**config.mk**
```make
export PLATFORM = sky130hd
export DESIGN_NAME = integer_to_ascii_digits_flat
export DESIGN_NICKNAME = d
export VERILOG_FILES = /design/src/rtl/itoa_pkg.sv /design/src/rtl/itoa_if.sv /design/src/rtl/integer_to_ascii_digits.sv /design/src/rtl/itoa_cell.sv /design/src/rtl/itoa_chain.sv /design/src/flat_wrapper.sv
export SDC_FILE = /design/constraint.sdc
export NUM_CORES = 1
export LEC_CHECK = 0
export BUFFER_PORTS_ARGS = -buffer_cell sky130_fd_sc_hd__buf_4
export CORE_MARGIN = 2
export CORE_UTILIZATION = 35
export DETAILED_ROUTE_END_ITERATION = 12
export PLACE_DENSITY = 0.59
export SYNTH_ARGS = -nofsm -noshare
export SYNTH_HDL_FRONTEND = slang
export SYNTH_HIERARCHICAL = 1
export SYNTH_SLANG_ARGS = --single-unit
```
**constraint.sdc**
```tcl
create_clock -name i_clk -period 11.3 [get_ports i_clk]
set_clock_uncertainty 0.2 [all_clocks]
set_input_delay 1.13 -clock i_clk [delete_from_list [all_inputs] [get_ports i_clk]]
set_output_delay 1.13 -clock i_clk [all_outputs]
set_load 0.03 [all_outputs]
```
**src/rtl/itoa_pkg.sv**
```systemverilog
// Package for the integer to ASCII digit converter: types, codes and constants.
// No dependencies; used by the cell, the chain, the top level and the testbench.
package itoa_pkg;

    localparam int NUM_DIGITS = 20;
    localparam int DIGIT_W    = 4;
    localparam int HEX_DIGITS = 8;

    // Mode codes of the func field.
    typedef enum logic [2:0] {
        FUNC_UDEC32 = 3'd0,
        FUNC_UDEC64 = 3'd1,
        FUNC_HEX32  = 3'd2,
        FUNC_SDEC32 = 3'd3,
        FUNC_SDEC64 = 3'd4
    } t_func;

    typedef enum logic [1:0] {
        S_IDLE,
        S_CONV,
        S_EMIT
    } t_state;

    // Digit counts and bit counts of the modes.
    localparam logic [4:0] NDIG_DEC32 = 5'd10;
    localparam logic [4:0] NDIG_DEC64 = 5'd20;
    localparam logic [4:0] NDIG_HEX   = 5'd8;
    localparam logic [6:0] BITS_32    = 7'd32;
    localparam logic [6:0] BITS_64    = 7'd64;

    localparam logic [6:0] ASCII_ZERO = 7'h30;
    localparam logic [6:0] ASCII_A    = 7'h41;

    // Control word that drives every cell of the digit chain.
    typedef struct packed {
        logic load;
        logic conv;
        logic shift;
    } t_cell_ctrl;

    function automatic logic [6:0] ascii_digit(input logic [DIGIT_W-1:0] d);
        logic [6:0] ext;
        ext = {3'b000, d};
        if (d < 4'd10) begin
            return ASCII_ZERO + ext;
        end
        return ASCII_A + ext - 7'd10;
    endfunction

endpackage

```
**src/rtl/itoa_if.sv**
```systemverilog
// Valid/ready channel interfaces of the integer to ASCII digit converter.
// Depends on nothing; the top level and the testbench connect through them.
interface itoa_in_if;
    logic        valid;
    logic        ready;
    logic [2:0]  func;
    logic [63:0] number;

    modport source (output valid, output func, output number, input ready);
    modport sink   (input valid, input func, input number, output ready);
endinterface

interface itoa_out_if;
    logic       valid;
    logic       ready;
    logic [6:0] digit_char;
    logic       negative;
    logic       last;

    modport source (output valid, output digit_char, output negative, output last, input ready);
    modport sink   (input valid, input digit_char, input negative, input last, output ready);
endinterface

```
**src/rtl/integer_to_ascii_digits.sv**
```systemverilog
// Integer to ASCII digit converter, top level with control and output register.
// Depends on itoa_pkg, itoa_if and itoa_chain.
//
// Usage: a word on i_in carries a mode (func) and a 64-bit number. The block
// answers on o_out with one word per significant digit, most significant
// first, leading zeros dropped; a zero value gives the single digit '0'.
// Every word of a run carries the same negative flag, and last marks the
// least significant digit. A func code above the signed 64-bit mode is
// taken and dropped without any output.
// Timing: i_in is ready only while the block is idle. Decimal modes run
// one double dabble step per input bit in the cell row (32 or 64 bits),
// then step through the digit positions one by one (10 or 20), a dropped
// leading zero included. Hex mode loads the nibbles directly and then
// steps through its 8 digit positions. The first digit reaches the output
// register after the last conversion step and its leading zeros.
// Stall: o_out is driven from a register; while it holds a word that is
// not taken, the digit row stops emitting (leading zeros still drop). The
// last digit may still wait there while the next input word is accepted.
// Reset (synchronous, active low) clears the state machine, the cells and
// the output valid flag.
module integer_to_ascii_digits (
    input  logic       i_clk,
    input  logic       i_rst_n,
    itoa_in_if.sink    i_in,
    itoa_out_if.source o_out
);
    import itoa_pkg::*;

    t_state r_state;
    t_state n_state;

    logic [63:0] r_mag;
    logic [6:0]  r_bits;
    logic [4:0]  r_rem;
    logic [4:0]  r_ndig;
    logic        r_neg;
    logic        r_started;

    logic        r_out_valid;
    logic [6:0]  r_out_char;
    logic        r_out_neg;
    logic        r_out_last;

    // Input side decode.
    logic        in_fire;
    logic        func_ok;
    logic        is32;
    logic        is_hex;
    logic        load_neg;
    logic [31:0] mag32;
    logic [63:0] mag64;
    logic [4:0]  load_ndig;

    t_cell_ctrl  cell_ctrl;
    logic [NUM_DIGITS-1:0][DIGIT_W-1:0] load_digits;
    logic [NUM_DIGITS-1:0][DIGIT_W-1:0] digits;

    logic [DIGIT_W-1:0] top_digit;
    logic        out_free;
    logic        skip;
    logic        emit;
    logic        step;

    assign in_fire  = i_in.valid && i_in.ready;
    assign out_free = !r_out_valid || o_out.ready;

    always_comb begin
        func_ok   = 1'b1;
        is32      = 1'b1;
        is_hex    = 1'b0;
        load_neg  = 1'b0;
        load_ndig = NDIG_DEC32;
        mag32     = i_in.number[31:0];
        mag64     = i_in.number;
        unique case (i_in.func)
            FUNC_UDEC32: begin
            end
            FUNC_UDEC64: begin
                is32      = 1'b0;
                load_ndig = NDIG_DEC64;
            end
            FUNC_HEX32: begin
                is_hex    = 1'b1;
                load_ndig = NDIG_HEX;
            end
            FUNC_SDEC32: begin
                load_neg = i_in.number[31];
                if (i_in.number[31]) begin
                    mag32 = 32'd0 - i_in.number[31:0];
                end
            end
            FUNC_SDEC64: begin
                is32      = 1'b0;
                load_ndig = NDIG_DEC64;
                load_neg  = i_in.number[63];
                if (i_in.number[63]) begin
                    mag64 = 64'd0 - i_in.number;
                end
            end
            default: begin
                func_ok = 1'b0;
            end
        endcase
    end

    // Hex mode places the nibbles straight into the cells; decimal starts at zero.
    always_comb begin
        load_digits = '0;
        if (is_hex) begin
            for (int i = 0; i < HEX_DIGITS; i++) begin
                load_digits[i] = i_in.number[4*i +: 4];
            end
        end
    end

    // The most significant digit of the mode sits in a fixed cell.
    always_comb begin
        unique case (r_ndig)
            NDIG_HEX:   top_digit = digits[HEX_DIGITS-1];
            NDIG_DEC32: top_digit = digits[NUM_DIGITS/2-1];
            default:    top_digit = digits[NUM_DIGITS-1];
        endcase
    end

    // Leading zeros are dropped without waiting for the output register.
    assign skip = (r_state == S_EMIT) && !r_started && (top_digit == '0) && (r_rem > 5'd1);
    assign emit = (r_state == S_EMIT) && !skip && out_free;
    assign step = skip || emit;

    // Next state.
    always_comb begin
        n_state = r_state;
        unique case (r_state)
            S_IDLE: begin
                if (in_fire && func_ok) begin
                    n_state = is_hex ? S_EMIT : S_CONV;
                end
            end
            S_CONV: begin
                if (r_bits == 7'd1) begin
                    n_state = S_EMIT;
                end
            end
            S_EMIT: begin
                if (step && (r_rem == 5'd1)) begin
                    n_state = S_IDLE;
                end
            end
            default: n_state = S_IDLE;
        endcase
    end

    // State machine outputs.
    always_comb begin
        i_in.ready      = 1'b0;
        cell_ctrl.load  = 1'b0;
        cell_ctrl.conv  = 1'b0;
        cell_ctrl.shift = 1'b0;
        unique case (r_state)
            S_IDLE: begin
                i_in.ready     = 1'b1;
                cell_ctrl.load = in_fire && func_ok;
            end
            S_CONV: begin
                cell_ctrl.conv = 1'b1;
            end
            S_EMIT: begin
                cell_ctrl.shift = step;
            end
            default: begin
            end
        endcase
    end

    itoa_chain u_chain (
        .i_clk         (i_clk),
        .i_rst_n       (i_rst_n),
        .i_ctrl        (cell_ctrl),
        .i_load_digits (load_digits),
        .i_carry       (r_mag[63]),
        .o_digits      (digits)
    );

    always_ff @(posedge i_clk) begin
        if (!i_rst_n) begin
            r_state   <= S_IDLE;
            r_bits    <= '0;
            r_rem     <= '0;
            r_ndig    <= NDIG_DEC32;
            r_neg     <= 1'b0;
            r_started <= 1'b0;
            r_mag     <= '0;
        end else begin
            r_state <= n_state;
            if (cell_ctrl.load) begin
                r_mag     <= is32 ? {mag32, 32'd0} : mag64;
                r_bits    <= is32 ? BITS_32 : BITS_64;
                r_ndig    <= load_ndig;
                r_rem     <= load_ndig;
                r_neg     <= load_neg;
                r_started <= 1'b0;
            end else if (cell_ctrl.conv) begin
                r_mag  <= {r_mag[62:0], 1'b0};
                r_bits <= r_bits - 7'd1;
            end else if (step) begin
                r_rem <= r_rem - 5'd1;
                if (emit) begin
                    r_started <= 1'b1;
                end
            end
        end
    end

    // Output register.
    always_ff @(posedge i_clk) begin
        if (!i_rst_n) begin
            r_out_valid <= 1'b0;
        end else if (emit) begin
            r_out_valid <= 1'b1;
        end else if (o_out.ready) begin
            r_out_valid <= 1'b0;
        end
    end

    always_ff @(posedge i_clk) begin
        if (emit) begin
            r_out_char <= ascii_digit(top_digit);
            r_out_neg  <= r_neg;
            r_out_last <= (r_rem == 5'd1);
        end
    end

    assign o_out.valid      = r_out_valid;
    assign o_out.digit_char = r_out_char;
    assign o_out.negative   = r_out_neg;
    assign o_out.last       = r_out_last;

endmodule

```
**src/rtl/itoa_cell.sv**
```systemverilog
// One BCD digit cell: add-3 correction and shift during conversion, shift up on output.
// Depends on itoa_pkg.
module itoa_cell (
    input  logic                 i_clk,
    input  logic                 i_rst_n,
    input  itoa_pkg::t_cell_ctrl i_ctrl,
    input  logic [3:0]           i_load_digit,
    input  logic                 i_carry,
    input  logic [3:0]           i_below,
    output logic [3:0]           o_digit,
    output logic                 o_carry
);
    import itoa_pkg::*;

    logic [3:0] r_digit;
    logic [3:0] n_digit;
    logic [3:0] adj;

    always_comb begin
        adj = (r_digit >= 4'd5) ? (r_digit + 4'd3) : r_digit;
        n_digit = r_digit;
        if (i_ctrl.load) begin
            n_digit = i_load_digit;
        end else if (i_ctrl.conv) begin
            n_digit = {adj[2:0], i_carry};
        end else if (i_ctrl.shift) begin
            n_digit = i_below;
        end
    end

    always_ff @(posedge i_clk) begin
        if (!i_rst_n) begin
            r_digit <= '0;
        end else begin
            r_digit <= n_digit;
        end
    end

    assign o_digit = r_digit;
    assign o_carry = adj[3];

endmodule

```
**src/rtl/itoa_chain.sv**
```systemverilog
// Row of BCD digit cells; carries ripple up during conversion, digits move up on output.
// Depends on itoa_pkg and itoa_cell.
module itoa_chain (
    input  logic                                                  i_clk,
    input  logic                                                  i_rst_n,
    input  itoa_pkg::t_cell_ctrl                                  i_ctrl,
    input  logic [itoa_pkg::NUM_DIGITS-1:0][itoa_pkg::DIGIT_W-1:0] i_load_digits,
    input  logic                                                  i_carry,
    output logic [itoa_pkg::NUM_DIGITS-1:0][itoa_pkg::DIGIT_W-1:0] o_digits
);
    import itoa_pkg::*;

    logic [NUM_DIGITS-1:0] carry;

    assign carry[0] = i_carry;

    for (genvar d = 0; d < NUM_DIGITS; d++) begin : g_cell
        logic [DIGIT_W-1:0] below;
        if (d == 0) begin : g_first
            assign below = '0;
        end else begin : g_rest
            assign below = o_digits[d-1];
        end
        if (d < NUM_DIGITS - 1) begin : g_mid
            itoa_cell u_cell (
                .i_clk        (i_clk),
                .i_rst_n      (i_rst_n),
                .i_ctrl       (i_ctrl),
                .i_load_digit (i_load_digits[d]),
                .i_carry      (carry[d]),
                .i_below      (below),
                .o_digit      (o_digits[d]),
                .o_carry      (carry[d+1])
            );
        end else begin : g_top
            // The top digit never overflows for a 64-bit value.
            itoa_cell u_cell (
                .i_clk        (i_clk),
                .i_rst_n      (i_rst_n),
                .i_ctrl       (i_ctrl),
                .i_load_digit (i_load_digits[d]),
                .i_carry      (carry[d]),
                .i_below      (below),
                .o_digit      (o_digits[d]),
                .o_carry      ()
            );
        end
    end

endmodule

```
**src/flat_wrapper.sv**
```systemverilog
// flat-port wrapper written by rule: the top's interface ports become plain ports
module integer_to_ascii_digits_flat import itoa_pkg::*;
  (i_clk, i_rst_n, i_in_valid, i_in_func, i_in_number, i_in_ready, o_out_valid, o_out_digit_char, o_out_negative, o_out_last, o_out_ready);
  itoa_in_if i_in_i ();
  itoa_out_if o_out_i ();
  input  logic i_clk;
  input  logic i_rst_n;
  input wire logic [$bits(i_in_i.valid)-1:0] i_in_valid;
  input wire logic [$bits(i_in_i.func)-1:0] i_in_func;
  input wire logic [$bits(i_in_i.number)-1:0] i_in_number;
  output wire logic [$bits(i_in_i.ready)-1:0] i_in_ready;
  output wire logic [$bits(o_out_i.valid)-1:0] o_out_valid;
  output wire logic [$bits(o_out_i.digit_char)-1:0] o_out_digit_char;
  output wire logic [$bits(o_out_i.negative)-1:0] o_out_negative;
  output wire logic [$bits(o_out_i.last)-1:0] o_out_last;
  input wire logic [$bits(o_out_i.ready)-1:0] o_out_ready;
  assign i_in_i.valid = i_in_valid;
  assign i_in_i.func = i_in_func;
  assign i_in_i.number = i_in_number;
  assign i_in_ready = i_in_i.ready;
  assign o_out_valid = o_out_i.valid;
  assign o_out_digit_char = o_out_i.digit_char;
  assign o_out_negative = o_out_i.negative;
  assign o_out_last = o_out_i.last;
  assign o_out_i.ready = o_out_ready;
  integer_to_ascii_digits u_core (.i_clk(i_clk), .i_rst_n(i_rst_n), .i_in(i_in_i), .o_out(o_out_i));
endmodule
```
Yosys cells after proc, flatten, opt, wreduce, memory -nomap -nowiden
Index checks and enable logic that the tools add are counted.

Add/subtract/negate cells: 27. Multipliers: 0. Div/mod/pow operators: 0. Order comparisons: 22. Equal/unequal tests: 14. Shift operators: 0. Muxes and demuxes: 102. Bitwise gates (word level): 2. Reductions and logical operators: 27.

Operators with widths (count): 64-bit 2-to-1 mux (5); 4-bit 2-to-1 mux (67); 32-bit 2-to-1 mux (3); 4-bit by 3-bit greater-or-equal comparator with 1-bit output, second input constant (20); 4-bit by 2-bit adder with 4-bit output, second input constant (19); 1-bit by 64-bit subtractor with 64-bit output, first input constant (1); 7-bit 2-to-1 mux (5); 1-bit by 32-bit subtractor with 32-bit output, first input constant (1); 5-bit 2-to-1 mux (3); 5-bit by 4-bit equality test with 1-bit output, second input constant (2); 1-bit 2-to-1 mux (10); 5-bit one-hot mux with 2 select lines (1); 1-bit logical AND (8); 2-bit 2-to-1 mux (4); 4-bit one-hot mux with 2 select lines (1); 2-bit nonzero test (4); 6-bit by 4-bit adder with 7-bit output, first input constant (1); 7-bit by 4-bit adder with 7-bit output, first input constant (1); 7-bit by 1-bit equality test with 1-bit output, second input constant (1); 7-bit by 1-bit subtractor with 7-bit output, second input constant (1); 7-bit by 4-bit subtractor with 7-bit output, second input constant (1); 3-bit by 2-bit equality test with 1-bit output, second input constant (2); 2-bit by 1-bit != test with 1-bit output, second input constant (3); 2-bit one-hot mux with 3 select lines (1); 23 further kinds (29).

Flip-flop bits (word level): 175. Bits in latches: 0. Bits in writable memories: 0. Memory bits (read-only): 0. Input bits: 71. Output and inout port bits: 11. Word-level logic and storage cells: 225. Memories: 0.

Longest topological paths before layout
Word-level depth: 13. Depth in mapped cells: 13. Gate-level depth less buffers: 11.

By module
Netlist, hierarchy kept.

Modules (own cells, without submodules): integer_to_ascii_digits (times used 1, cells each 936, area an instance 6988.0 µm²); itoa_cell (times used 20, cells each 41, area an instance 331.6 µm²); itoa_chain (times used 1, cells each 1, area an instance 3.8 µm²).

Least setup slack after synthesis
No wires, ideal clock.

Path type: input port to flip-flop. Start: input port i_in_func[1]. End: register u_core.u_chain.g_cell[0].g_mid.u_cell.r_digit[1]. Arrival time: 6.152 ns. Setup slack: 4.799 ns. Cell stages on the path: 9. Buffers on the path: 3. Path through: clkbuf_1 -> o21ai_0 -> nand3_1 -> inv_1 -> clkbuf_1 -> buf_1 -> inv_1 -> o21ai_0 -> a311oi_2.

RTL lines: start, declared (line flat_wrapper.sv:9) `input wire logic [$bits(i_in_i.func)-1:0] i_in_func;`; end signal, assigned (line itoa_cell.sv:35) `r_digit <= n_digit;`; end, declared (line itoa_cell.sv:15) `logic [3:0] r_digit;`.

==> results.md <==
Run status:
- The run finished with clean final reports.

Clock tree:
- For the worst-skew pair, the clock arrives at the later sink with an insertion delay of 0.45 ns.
- Clock tree synthesis inserted a total of 17 buffers.
- The count of buffers added by post-CTS timing repair for setup is 0.
- The maximum level of the CTS H-tree is 4.
- The number of resized instances in the post-cts repair step is 0.
- After clock tree synthesis, the flow added hold-fix buffers numbering 0.
- The clock tree from TritonCTS is built.
- After clock tree synthesis, the clock-pin slew on the worst setup and hold paths is 0.08 ns.
- The sink count of the clock tree is 173.
- The root buffer cell chosen for the clock tree is sky130_fd_sc_hd__clkbuf_16.
- The buffer levels on the longest clock path is 2.

Power:
- Power spread over the standard cell area amounts to 124.2 nW/µm².
- The overall power is 1.914 mW.
- The peak supply drop is 86.16 µV.
- For this design the static power due to leakage is 5.718 nW.

Critical path:
- The worst setup path is launched from a flip-flop.
- The slowest stage of the critical path is the sky130_fd_sc_hd__buf_4 cell.
- The buffer and inverter count on the worst path is 3.
- The type of element capturing the critical path is a flip-flop.
- For the worst setup path, the data required time is 11.45 ns.
- The critical path goes through mux2i_1, nor2_1, a21oi_1, ha_1, inv_1, a2111o_1, o32ai_4, buf_4, buf_4, mux2i_1, o21ai_0, a31o_2.
- For the worst setup path, the data arrival time is 4.55 ns.
- The critical-path maximum fanout is 56.
- The classification of the worst setup path is reg2reg.
- For this run, the slowest stage of the critical path takes 0.77 ns.
- Broken down by cell family, the worst path's largest delay share belongs to buffers and inverters.

Detailed routing:
- Once detail routing completed, the nets flagged for antenna violations numbered 0.
- Wires add up to 43.75 mm.
- The average detailed-routed wire length per instance is 18.60 µm.
- After the first detailed-routing iteration, the DRC count stood at 1231.
- The count of unresolved DRC violations after routing is 0.
- The detailed-router iteration count before antenna repair is 7.
- Dividing the detail-routed via count by the number of cells gives 5.790.
- The detailed router placed 13.62k vias in this run.

Final layout:
- Excluding fillers, the count of instances in the completed layout stands at 2352.
- The share of cells above drive strength 1 is 12.10%.
- The area added between synthesis and finish is 13.24%.
- Once layout is done, the placed cells without fillers occupy 15400 µm².
- The number of nets in the layout is 1940.
- The fill cell total of the finished layout is 3990.
- The antenna diode instance count is 0.
- Cells fill 40.04% of the core in the end.

Die:
- The horizontal die dimension is 201.1 µm.
- The core region is 38470 µm².
- The number of top-level pins is 82.
- The starting utilization of the core area is 35.36%.
- The die is 201.1 µm tall.
- In this run the core area contains 72 standard-cell rows.
- The area of the die is 40460 µm².

Timing:
- The count of endpoints failing hold in the final timing report is 0.
- The final critical-path share of the clock period is 38.97%.
- On the final layout, the worst hold slack is 0.2615 ns.
- The slew at the pin closest to its max-slew limit is 1.133 ns.
- The timing-limited maximum frequency is 0.2271 GHz.
- The worst pin sits at a relative slew slack of 24.30%.
- Setup repair after global routing left no endpoint under its margin.
- The aggregate negative setup slack is 0 ns.
- The count of endpoints failing setup in the final report is 0.
- The post-layout minimum cycle time is 4.404 ns.
- Across all setup checks in the final design, the least slack found is 6.896 ns.
- The count of pins over their slew limit is 0.

GRT:
- The initial antenna violation count came to 1.
- The overall track demand over capacity in global routing is 21.27%.
- The final global-route overflow total is 0.
- The via count of the first global-routing pass is 12.83k.
- The first global-routing pass estimated 70.43 mm of wire.
- The maximum number of pins on one net before global-route repair is 92.

Placement:
- Timing analysis after detailed placement gives a worst setup slack of 6.735 ns.
- The number of I/O port buffers is 81.
- The half-perimeter wire length after placement is 29.76 mm.
- The placer's final routability congestion estimate is 0.9001.
- In this run, placement finished with an instance count of 2320.
- The standard cell area after detailed placement is 14820 µm².

Synth:
- The number of warning messages in the yosys log is 6.
- The cell count after synthesis is 1753.
- Averaged over all synthesized cells, the footprint is 7.759 µm².
- In this run the cell area of the synthesized design comes to 13600 µm².

Flow run:
- Across the run, the number of max-cap violations was 0.

Hold path:
- The worst hold path belongs to the class reg2reg.
layout by cell type, fill, tap and decap left out, types with 43 or more instances in the layout:
cell / n
sky130_fd_sc_hd__buf_4: 96
sky130_fd_sc_hd__a21oi_1: 86
sky130_fd_sc_hd__nor2_1: 85
sky130_fd_sc_hd__and3_1: 43
sky130_fd_sc_hd__mux2i_1: 86
sky130_fd_sc_hd__conb_1: 52
sky130_fd_sc_hd__ha_1: 48
sky130_fd_sc_hd__o21ai_0: 208
sky130_fd_sc_hd__nand2_1: 162
sky130_fd_sc_hd__nor3_1: 91
sky130_fd_sc_hd__inv_1: 93
sky130_fd_sc_hd__dfxtp_1: 164
final cells by class:
| cell class | instances | area (µm²) | area share [%] |
|---|---|---|---|
| inverter | 96 | 365.4 | 2.372 |
| tap | 518 | 648.1 | 4.208 |
| sequential | 173 | 3553 | 23.07 |
| multi-input combinational | 1437 | 9537 | 61.92 |
| clock inverter | 15 | 152.6 | 0.9911 |
| clock buffer | 17 | 425.4 | 2.762 |
| timing repair buffer | 96 | 720.7 | 4.679 |
layer usage:
| layer | vias to the layer above | routed length, µm | global-route usage (%) |
|---|---|---|---|
| li1 | 6597 | - | - |
| met1 | 6509 | 19810 | 28.32 |
| met2 | 454 | 20390 | 35.37 |
| met3 | 58 | 2557 | 3.385 |
| met4 | 0 | 999 | 6.376 |
| met5 | - | 0 | 0 |
worst paths after layout:
path               startpoint               end  slack (ns)  depth (start not counted)
min reg2reg  u_core/r_ndig[2]  u_core/r_ndig[2]        0.26                          2
max reg2reg  u_core/r_ndig[1]         flip-flop        6.90                         12
min          u_core/r_ndig[2]  u_core/r_ndig[2]        0.26                          2
max          u_core/r_ndig[1]         flip-flop        6.90                         12
registers in the layout, summed over array words and instances (netlist names):
register	cells
u_core/r_bits	7
u_core/r_mag	64
u_core/o_out.last	1
u_core/r_rem	5
u_core/r_state	2
u_core/r_neg	1
u_core/r_started	1
u_core/o_out.negative	1
u_core/o_out.digit_char	7
u_core/u_chain/g_cell.g_top.u_cell/o_digit	4
u_core/u_chain/g_cell.g_mid.u_cell/o_digit	76
u_core/o_out.valid	1
u_core/r_ndig	3
worst min-delay path, cell delays in order (launching register included):
cell,delay [ns]
sky130_fd_sc_hd__dfxtp_1,0.31
sky130_fd_sc_hd__nand2_1,0.05
sky130_fd_sc_hd__a21oi_1,0.05
power breakdown:
group,leakage [nW],internal (mW),switching (mW)
clock network,0.271,0.311,0.293
logic,4.02,0.220,0.333
registers,1.43,0.683,0.0734
Power figures use the tool's default switching activity.
